## src/level_trigger_pre_roll_gate_unit_macros.svh

```systemverilog
// Assertion helpers for the RTL file of the level trigger unit.
// Each helper checks an implication on the rising clock edge, with the
// check switched off while the synchronous active-low reset is asserted.
`ifndef LEVEL_TRIGGER_PRE_ROLL_GATE_UNIT_MACROS_SVH
`define LEVEL_TRIGGER_PRE_ROLL_GATE_UNIT_MACROS_SVH

// Same-cycle implication: when ante holds, cons holds on the same edge.
`define LTPG_ASSERT_SAME(label, clk, rst_n, ante, cons, msg) \
  label: assert property (@(posedge clk) disable iff (!rst_n) (ante) |-> (cons)) \
    else $error(msg);

// Next-cycle implication: when ante holds, cons holds on the following edge.
`define LTPG_ASSERT_NEXT(label, clk, rst_n, ante, cons, msg) \
  label: assert property (@(posedge clk) disable iff (!rst_n) (ante) |=> (cons)) \
    else $error(msg);

`endif

```

## src/ltpg_pkg.sv

```systemverilog
// ----------------------------------------------------------------------------
// ltpg_pkg: shared types and constants of the level trigger unit
// Ring geometry, register indexes, sequencer states and the result bundle
// of the magnitude / level compare unit.
// ----------------------------------------------------------------------------
package ltpg_pkg;

  // Pre-roll ring geometry
  localparam int RING_DEPTH = 64;
  localparam int RING_AW    = $clog2(RING_DEPTH);
  localparam int FILL_W     = $clog2(RING_DEPTH + 1);

  // Field widths
  localparam int SAMPLE_W = 16;
  localparam int LEVEL_W  = 16;
  localparam int RUN_W    = 16;
  localparam int PRE_W    = 7;

  // Configuration port
  localparam int CFG_IDX_W  = 3;
  localparam int CFG_DATA_W = 16;

  localparam logic [CFG_IDX_W-1:0] CFG_TRIGGER_ENABLE = 3'd0;
  localparam logic [CFG_IDX_W-1:0] CFG_TRIGGER_LEVEL  = 3'd1;
  localparam logic [CFG_IDX_W-1:0] CFG_HOLD_FRAMES    = 3'd2;
  localparam logic [CFG_IDX_W-1:0] CFG_PRE_ROLL_LEN   = 3'd3;
  localparam logic [CFG_IDX_W-1:0] CFG_TRIM_LEADING   = 3'd4;
  localparam logic [CFG_IDX_W-1:0] CFG_SILENCE_LEVEL  = 3'd5;

  // Register reset values
  localparam logic [LEVEL_W-1:0] RST_TRIGGER_LEVEL = 16'd185;
  localparam logic [RUN_W-1:0]   RST_HOLD_FRAMES   = 16'd2205;
  localparam logic [PRE_W-1:0]   RST_PRE_ROLL_LEN  = 7'd64;
  localparam logic [LEVEL_W-1:0] RST_SILENCE_LEVEL = 16'd104;

  // Sequencer states
  typedef enum logic [1:0] {
    ST_IDLE,
    ST_PROC,
    ST_RD,
    ST_EMIT
  } ltpg_state_t;

  // Result of the shared magnitude / compare unit
  typedef struct packed {
    logic [SAMPLE_W-1:0] mag;
    logic                loud;
    logic                quiet;
  } ltpg_mag_t;

endpackage

```

## src/ltpg_mag_unit.sv

```systemverilog
// ----------------------------------------------------------------------------
// ltpg_mag_unit: shared magnitude and level compare unit
// Turns one signed sample into its magnitude and compares it against the
// trigger level and the silence level.
// ----------------------------------------------------------------------------
module ltpg_mag_unit
  import ltpg_pkg::*;
(
  input  logic [SAMPLE_W-1:0] raw,
  input  logic [LEVEL_W-1:0]  trigger_level,
  input  logic [LEVEL_W-1:0]  silence_level,
  output ltpg_mag_t           res
);

  logic [SAMPLE_W-1:0] neg;

  // Two's complement negate; full-scale negative gives 32768 as unsigned
  assign neg = SAMPLE_W'(~raw + SAMPLE_W'(1));

  always_comb begin
    res.mag   = raw[SAMPLE_W-1] ? neg : raw;
    res.loud  = (res.mag >= trigger_level);
    res.quiet = (res.mag < silence_level);
  end

endmodule

```

## src/level_trigger_pre_roll_gate_unit.sv

```systemverilog
// ----------------------------------------------------------------------------
// level_trigger_pre_roll_gate_unit: level trigger with pre-roll ring
// Tracks peak magnitude, holds samples in a pre-roll ring while armed,
// releases the ring oldest first when the gate fires, then passes through.
// ----------------------------------------------------------------------------
// Usage:
//   Input channel in_valid/in_ready carries one signed 16-bit sample per
//   request. Output channel out_valid/out_ready carries sample_out, last,
//   peak and fired; last marks the final result of an input request.
//   Configuration is written through cfg_wr_en/cfg_index/cfg_data while idle.
// Sequence:
//   A pass-through or ring-filling sample is accepted in ST_IDLE, then goes
//   through the shared magnitude/compare unit in ST_PROC. A sample that fires
//   the gate then releases each of up to 64 ring entries through ST_RD and
//   ST_EMIT, set by the single read port of the ring memory (address in
//   ST_RD, then registered data in ST_EMIT).
// Reset:
//   rst_n (synchronous, active low) closes the gate, clears the run counter,
//   ring fill, write pointer, peak and leading-trim flag, and loads the
//   register defaults. Ring contents are not cleared.
// Stall:
//   A single output register holds the pending result; while it is full and out_ready
//   is low, a step that pushes a result waits; in_ready stays low until the request is done.
// ----------------------------------------------------------------------------
`include "level_trigger_pre_roll_gate_unit_macros.svh"

module level_trigger_pre_roll_gate_unit
  import ltpg_pkg::*;
(
  input  logic                  clk,
  input  logic                  rst_n,
  // Input channel
  input  logic                  in_valid,
  output logic                  in_ready,
  input  logic signed [15:0]    in_sample,
  // Result channel
  output logic                  out_valid,
  input  logic                  out_ready,
  output logic signed [15:0]    out_sample_out,
  output logic                  out_last,
  output logic [15:0]           out_peak,
  output logic                  out_fired,
  // Configuration port
  input  logic                  cfg_wr_en,
  input  logic [CFG_IDX_W-1:0]  cfg_index,
  input  logic [CFG_DATA_W-1:0] cfg_data
);

  // Configuration registers
  logic                trig_en_r;
  logic [LEVEL_W-1:0]  trig_level_r;
  logic [RUN_W-1:0]    hold_r;
  logic [PRE_W-1:0]    pre_roll_r;
  logic                trim_r;
  logic [LEVEL_W-1:0]  silence_r;

  // Sequencer and block state
  ltpg_state_t         state_r, state_nxt;
  logic [SAMPLE_W-1:0] sample_r;
  logic                gate_open_r, gate_open_nxt;
  logic [RUN_W-1:0]    loud_run_r, loud_run_nxt;
  logic [FILL_W-1:0]   fill_r, fill_nxt;
  logic [RING_AW-1:0]  wptr_r, wptr_nxt;
  logic [RING_AW-1:0]  rd_ptr_r, rd_ptr_nxt;
  logic [FILL_W-1:0]   burst_left_r, burst_left_nxt;
  logic [SAMPLE_W-1:0] peak_r, peak_nxt;
  logic                lead_done_r, lead_done_nxt;

  // Ring memory
  logic [SAMPLE_W-1:0] ring_mem [RING_DEPTH];
  logic [SAMPLE_W-1:0] ring_rdata_r;
  logic                ring_we;

  // Output register
  logic                out_valid_r;
  logic [SAMPLE_W-1:0] out_sample_r;
  logic                out_last_r;
  logic [SAMPLE_W-1:0] out_peak_r;
  logic                out_fired_r;

  // Push into the output register
  logic                push;
  logic [SAMPLE_W-1:0] push_sample;
  logic                push_last;
  logic [SAMPLE_W-1:0] push_peak;

  // Shared compare unit
  logic [SAMPLE_W-1:0] mu_raw;
  ltpg_mag_t           mu;

  // Derived terms
  logic                out_free;
  logic [FILL_W-1:0]   len;
  logic [RUN_W-1:0]    need;
  logic [SAMPLE_W-1:0] peak_upd;
  logic [FILL_W-1:0]   fill_a;
  logic [FILL_W-1:0]   fill_c;
  logic [RUN_W-1:0]    run_a;
  logic [RING_AW-1:0]  wptr_a;
  logic                keep;

  // Configuration writes
  always_ff @(posedge clk) begin
    if (!rst_n) begin
      trig_en_r    <= 1'b0;
      trig_level_r <= RST_TRIGGER_LEVEL;
      hold_r       <= RST_HOLD_FRAMES;
      pre_roll_r   <= RST_PRE_ROLL_LEN;
      trim_r       <= 1'b1;
      silence_r    <= RST_SILENCE_LEVEL;
    end else if (cfg_wr_en) begin
      unique case (cfg_index)
        CFG_TRIGGER_ENABLE: trig_en_r    <= cfg_data[0];
        CFG_TRIGGER_LEVEL:  trig_level_r <= cfg_data[LEVEL_W-1:0];
        CFG_HOLD_FRAMES:    hold_r       <= cfg_data[RUN_W-1:0];
        CFG_PRE_ROLL_LEN:   pre_roll_r   <= cfg_data[PRE_W-1:0];
        CFG_TRIM_LEADING:   trim_r       <= cfg_data[0];
        CFG_SILENCE_LEVEL:  silence_r    <= cfg_data[LEVEL_W-1:0];
        default: ;
      endcase
    end
  end

  // Operand select: ring data during release, else the accepted sample
  assign mu_raw = (state_r == ST_EMIT) ? ring_rdata_r : sample_r;

  ltpg_mag_unit u_mag (
    .raw           (mu_raw),
    .trigger_level (trig_level_r),
    .silence_level (silence_r),
    .res           (mu)
  );

  assign out_free = !out_valid_r || out_ready;
  assign len      = (pre_roll_r > PRE_W'(RING_DEPTH)) ? FILL_W'(RING_DEPTH)
                                                      : FILL_W'(pre_roll_r);
  assign need     = (hold_r == '0) ? RUN_W'(1) : hold_r;
  assign peak_upd = (mu.mag > peak_r) ? mu.mag : peak_r;
  assign keep     = !(trim_r && !lead_done_r && mu.quiet);
  assign in_ready = (state_r == ST_IDLE);

  // Sequencer: next state and block state updates
  always_comb begin
    state_nxt      = state_r;
    gate_open_nxt  = gate_open_r;
    loud_run_nxt   = loud_run_r;
    fill_nxt       = fill_r;
    wptr_nxt       = wptr_r;
    rd_ptr_nxt     = rd_ptr_r;
    burst_left_nxt = burst_left_r;
    peak_nxt       = peak_r;
    lead_done_nxt  = lead_done_r;
    ring_we        = 1'b0;
    push           = 1'b0;
    push_sample    = sample_r;
    push_last      = 1'b1;
    push_peak      = peak_upd;
    fill_a         = fill_r;
    fill_c         = fill_r;
    run_a          = loud_run_r;
    wptr_a         = wptr_r;

    unique case (state_r)
      ST_IDLE: begin
        if (in_valid) state_nxt = ST_PROC;
      end

      ST_PROC: begin
        if (trig_en_r && !gate_open_r) begin
          // Armed: store into the ring and count the loud run
          peak_nxt = peak_upd;
          if (len != '0) begin
            ring_we = 1'b1;
            wptr_a  = wptr_r + RING_AW'(1);
            fill_a  = (fill_r < len) ? fill_r + FILL_W'(1) : fill_r;
            if (fill_a > len) fill_a = len;
          end
          wptr_nxt = wptr_a;
          if (mu.loud) begin
            run_a = (loud_run_r == '1) ? loud_run_r : loud_run_r + RUN_W'(1);
          end else begin
            run_a = '0;
          end
          loud_run_nxt = run_a;
          if (run_a >= need) begin
            // Fire: release the ring oldest first
            gate_open_nxt = 1'b1;
            fill_c        = (fill_a > len) ? len : fill_a;
            fill_nxt      = '0;
            if (fill_c != '0) begin
              burst_left_nxt = fill_c;
              rd_ptr_nxt     = wptr_a - fill_c[RING_AW-1:0];
              state_nxt      = ST_RD;
            end else begin
              state_nxt = ST_IDLE;
            end
          end else begin
            fill_nxt  = fill_a;
            state_nxt = ST_IDLE;
          end
        end else if (out_free) begin
          // Pass-through through the leading-silence gate
          peak_nxt      = peak_upd;
          gate_open_nxt = 1'b1;
          push          = keep;
          if (!mu.quiet) lead_done_nxt = 1'b1;
          state_nxt     = ST_IDLE;
        end
      end

      ST_RD: begin
        state_nxt = ST_EMIT;
      end

      ST_EMIT: begin
        if (out_free) begin
          push        = keep;
          push_sample = ring_rdata_r;
          push_last   = (burst_left_r == FILL_W'(1));
          push_peak   = peak_r;
          if (!mu.quiet) lead_done_nxt = 1'b1;
          burst_left_nxt = burst_left_r - FILL_W'(1);
          rd_ptr_nxt     = rd_ptr_r + RING_AW'(1);
          state_nxt      = (burst_left_r == FILL_W'(1)) ? ST_IDLE : ST_RD;
        end
      end

      default: state_nxt = ST_IDLE;
    endcase
  end

  // State registers
  always_ff @(posedge clk) begin
    if (!rst_n) begin
      state_r      <= ST_IDLE;
      gate_open_r  <= 1'b0;
      loud_run_r   <= '0;
      fill_r       <= '0;
      wptr_r       <= '0;
      rd_ptr_r     <= '0;
      burst_left_r <= '0;
      peak_r       <= '0;
      lead_done_r  <= 1'b0;
    end else begin
      state_r      <= state_nxt;
      gate_open_r  <= gate_open_nxt;
      loud_run_r   <= loud_run_nxt;
      fill_r       <= fill_nxt;
      wptr_r       <= wptr_nxt;
      rd_ptr_r     <= rd_ptr_nxt;
      burst_left_r <= burst_left_nxt;
      peak_r       <= peak_nxt;
      lead_done_r  <= lead_done_nxt;
    end
  end

  // Input capture
  always_ff @(posedge clk) begin
    if (in_valid && in_ready) sample_r <= in_sample;
  end

  // Ring memory: one write port, one registered read port
  always_ff @(posedge clk) begin
    if (ring_we) ring_mem[wptr_r] <= sample_r;
    if (state_r == ST_RD) ring_rdata_r <= ring_mem[rd_ptr_r];
  end

  // Output register
  always_ff @(posedge clk) begin
    if (!rst_n) begin
      out_valid_r <= 1'b0;
    end else if (push) begin
      out_valid_r <= 1'b1;
    end else if (out_ready) begin
      out_valid_r <= 1'b0;
    end
  end

  always_ff @(posedge clk) begin
    if (push) begin
      out_sample_r <= push_sample;
      out_last_r   <= push_last;
      out_peak_r   <= push_peak;
      out_fired_r  <= 1'b1;
    end
  end

  assign out_valid      = out_valid_r;
  assign out_sample_out = out_sample_r;
  assign out_last       = out_last_r;
  assign out_peak       = out_peak_r;
  assign out_fired      = out_fired_r;

  // Checks
  `LTPG_ASSERT_NEXT(a_accept_to_proc, clk, rst_n, in_valid && in_ready, state_r == ST_PROC, "accepted request did not reach processing")
  `LTPG_ASSERT_SAME(a_release_gate_open, clk, rst_n, state_r == ST_RD || state_r == ST_EMIT, gate_open_r, "ring release with gate closed")
  `LTPG_ASSERT_SAME(a_burst_nonzero, clk, rst_n, state_r == ST_RD || state_r == ST_EMIT, burst_left_r != '0 && fill_r == '0, "release count empty or ring fill not cleared")
  `LTPG_ASSERT_SAME(a_fill_bound, clk, rst_n, 1'b1, fill_r <= FILL_W'(RING_DEPTH), "ring fill beyond depth")
  `LTPG_ASSERT_NEXT(a_push_valid, clk, rst_n, push, out_valid_r, "pushed result not presented")

endmodule

```

## config.mk

```make
export PLATFORM = sky130hd
export DESIGN_NAME = level_trigger_pre_roll_gate_unit
export DESIGN_NICKNAME = d
export VERILOG_FILES = /design/src/ltpg_pkg.sv /design/src/ltpg_mag_unit.sv /design/src/level_trigger_pre_roll_gate_unit.sv
export VERILOG_INCLUDE_DIRS = /design/src /design/src/src
export SDC_FILE = /design/constraint.sdc
export NUM_CORES = 2
export LEC_CHECK = 0
export BUFFER_PORTS_ARGS = -buffer_cell sky130_fd_sc_hd__buf_4
export CAP_MARGIN = 25
export CORE_MARGIN = 2
export CORE_UTILIZATION = 50
export DETAILED_ROUTE_END_ITERATION = 10
export GPL_TIMING_DRIVEN = 0
export HOLD_SLACK_MARGIN = 0.1
export PLACE_DENSITY = 0.66
export RECOVER_POWER = 50
export SYNTH_ARGS = -nofsm -noshare
export SYNTH_HDL_FRONTEND = slang
export SYNTH_SLANG_ARGS = --single-unit
```

## constraint.sdc

```tcl
create_clock -name clk -period 18.62 [get_ports clk]
set_input_delay 2.793 -clock clk [delete_from_list [all_inputs] [get_ports clk]]
set_output_delay 2.793 -clock clk [all_outputs]
set_load 0.005 [all_outputs]
```

==> qor.yml <==
grt_pass1_wl_um: 186000
r2r_slack_ns: 9.54
cts_tree: "yes"
met3_length_um: 9340
coreArea_um2: 99700
failed_checks: "capacitance limit, slew limit"
yosysTopAreaCell: "edfxtp_1"
synth_edf_count: 1089
async_reset_ff_share_pct: 0
wl_met1_um: 50900
r2r_cells: 27
yosysMostFrequentCell: "edfxtp_1"
drtPass1Iterations: 5
clock_sinks: 1209
ys_seq_area_share_pct: 70.0
p_seq_share_pct: 54.5
reg2reg_to: "rd_ptr_r[0]"
min_to: "trig_level_r[6]"
fin_area_um2: 56600
filler_cell_count: 7403
hp-class: "reg -> reg"
antenna_found_initial: 6
maxSlewHeadroom_pct: -10.6
postPlaceCellArea_um2: 53800
start_util_pct: 50.3
ir_drop_uv: 87.6
grt_start_max_net_pins: 33
slew_violations: 192
pwr-share-comb_pct: 3.8
drt_iter0_markers: 3321
clk_pin_slew_ns: 0.06
synthTopCellsByArea: "edfxtp_1 (65%), mux4_2 (15%), dfxtp_1 (4.8%)"
rows: 116
regArea_um2: 35100
via_per_inst: 6.14
startpoint_type: "flop"
num_vias: 27600
clk_path_buf_depth: 3
yosys_warnings: 0
fin_util_pct: 56.8
tightest_slew_ns: 1.66
grt_use_total_pct: 24.9
p_leak_nw: 17.7
syn_inst: 2828
swShare_pct: 21.3
drive_gt1_share_pct: 20.7
tns_ns: 0
first_global_vias: 27600
crit_path_max_fanout: 24
fmax_ghz: 0.110
status: "finished with violations"
cts_setup_buffers: 0
netlist_area_um2: 50100
end_kind: "flop"
worstPathRequired_ns: 19.17
wl_per_cell_um: 28.2
multi_input_area_um2: 14300
fin_crit_sh_pct: 48.8
ys_ff_latch: 1209
synth_area_per_cell_um2: 17.7
rsz0062_at_grt: "no"
yosysUniqueCellTypes: 71
met2WireLength_um: 62200
cts_buffers: 120
critPathLaunch: "sample_r[0]"
synthTopCellsByCount: "edfxtp_1 (1089), mux4_2 (336), nand2_1 (260)"
grt-ovfl-total: 0
place_congestion: 0.890
clockPowerShare_pct: 41.7
cts-root-buf: "clkbuf_16"
drc: 0
finalWorstSetupSlack_ns: 9.54
io_pins: 76
crit_type: "reg -> reg"
synth_fp_nets: 2964
hold_viol_final: 0
die_h_um: 321
portBuffers: 74
cts_resized: 0
whs_path_depth: 2
nets: 3228
setup_violations: 0
drv_cap: 7
cts_hold_buf: 0
fin_crit_ns: 9.08
routed_wl_um: 127000
power.total_mw: 5.51
yosysTopAreaCellShare_pct: 65.2
area_delta_synth_final_pct: 12.9
topRoutingLayerUsed: "met5"
place_ws_ns: 10.23
die_area_um2: 103000
switchingPower_mw: 1.17
die_w_um: 321
dp_hpwl_um: 88600
clock_latency_ns: 0.73
antenna_left: 0
synth_top_flop_cell: "edfxtp_1"
finClkSkew_ns: 0.0453
hp-start: "trig_level_r[6]"
r2r-start: "sample_r[0]"
p_int_mw: 4.34
arrival_ns: 9.63
htree_levels: 3
power_density_nw_per_um2: 97.4
[flip-flops by register name, indices dropped and copies added, names as in the netlist, 2 cells and up]
name,flops
burst_left_r,7
fill_r,7
hold_r,16
loud_run_r,16
out_peak,16
out_sample_out,16
peak_r,16
pre_roll_r,7
rd_ptr_r,6
ring_mem,1024
ring_rdata_r,16
sample_r,16
silence_r,16
state_r,2
trig_level_r,16
wptr_r,6
[metal layers]
layer	track usage, %	up-vias
met5	0	-
met4	7.68	4
met3	3.90	228
met2	41.1	1219
met1	34.3	14300
li1	-	11800
[cell type report]
type	count	area share, %
Timing Repair Buffer	142	1.74
Multi-Input combinational cell	1392	25.2
Clock inverter	64	1.01
Antenna cell	2	0.00884
Buffer	146	1.02
Clock buffer	154	5.55
Tap cell	1298	2.87
Sequential cell	1209	62.0
Inverter	81	0.537
[worst max-delay path: stages, from the launching register on]
cell and delay (ns):
edfxtp_1 0.85, clkbuf_1 1.11, mux2i_1 0.61, ha_1 0.41, o21a_1 0.16, and2_1 0.21, a21oi_1 0.18, xnor2_1 0.38
ha_1 0.39, a21o_1 0.17, a21o_1 0.17, a2111oi_0 0.56, o211ai_1 0.17, a41oi_1 0.32, buf_4 0.24, clkbuf_1 0.37
a21oi_1 0.13, ha_1 0.30, a21o_1 0.16, a21o_1 0.18, a21oi_1 0.15, o21ai_0 0.10, a21oi_1 0.74, a311o_1 0.25
buf_6 0.16, and2_4 0.16, buf_6 0.14, o21ai_0 0.12
[kinds of logic after synthesis]
| logic type | count (synthesis) | synth area share, % |
|---|---|---|
| compound gates | 307 | 4.08 |
| xor+xnor | 47 | 0.821 |
| fa+ha+maj | 96 | 2.41 |
| buf+inv | 227 | 1.76 |
| flops | 1209 | 70.0 |
| mux | 370 | 15.8 |
| other cells | 1 | 0.00748 |
| simple gates | 571 | 5.11 |
[layout by cell type, fill, tap and decap left out, types with 12 or more instances in the layout]
master,synthesis,layout
clkbuf_1,114,198
nor2_1,141,90
buf_8,0,12
a21o_1,26,26
clkinv_1,0,25
clkbuf_16,0,120
clkinv_2,0,19
o211ai_1,18,18
inv_1,81,81
nor3_1,19,19
mux4_2,336,336
nand2_1,260,260
ha_1,95,95
mux2i_1,33,33
nor2b_1,30,30
edfxtp_1,1089,1089
a31oi_1,15,14
xnor2_1,35,35
xor2_1,12,12
nor2_2,0,51
and3_1,15,15
dfxtp_1,120,120
buf_4,1,62
clkbuf_4,0,15
o21ai_0,61,61
buf_1,26,26
nand4_1,19,19
a21boi_0,49,49
a21oi_1,62,62
and2_1,15,13
nand3_1,27,27
[worst max path at each step]
stage / endpoint / slack (ns) / cells past startpoint
6_report: rd_ptr_r[0] / 9.54 / 27
5_1_grt: rd_ptr_r[5] / 8.87 / 25
4_1_cts: rd_ptr_r[5] / 10.23 / 27
3_5_place_dp: rd_ptr_r[4] / 10.23 / 31
3_3_place_gp: rd_ptr_r[5] / 8.79 / 25
2_1_floorplan: rd_ptr_r[4] / 12.14 / 25
[power by group through the flow]
| stage | clock network, mW | registers (mW) | logic, mW |
|---|---|---|---|
| finish | 2.30 | 3.00 | 0.211 |
| global route | 2.43 | 3.00 | 0.233 |
| CTS | 2.33 | 3.00 | 0.235 |
| detailed placement | 0 | 3.06 | 0.234 |
| global placement | 0 | 3.10 | 0.156 |
| floorplan | 0 | 3.07 | 0.100 |
[metrics by stage]
stage / hold slack, ns / cells
2_1_floorplan: 0.441 / 2828
3_3_place_gp: 0.449 / 4200
3_5_place_dp: 0.463 / 4264
4_1_cts: 0.472 / 4482
5_1_grt: 0.502 / 4486
6_report: 0.467 / 4488
Power figures use the tool's default switching activity.
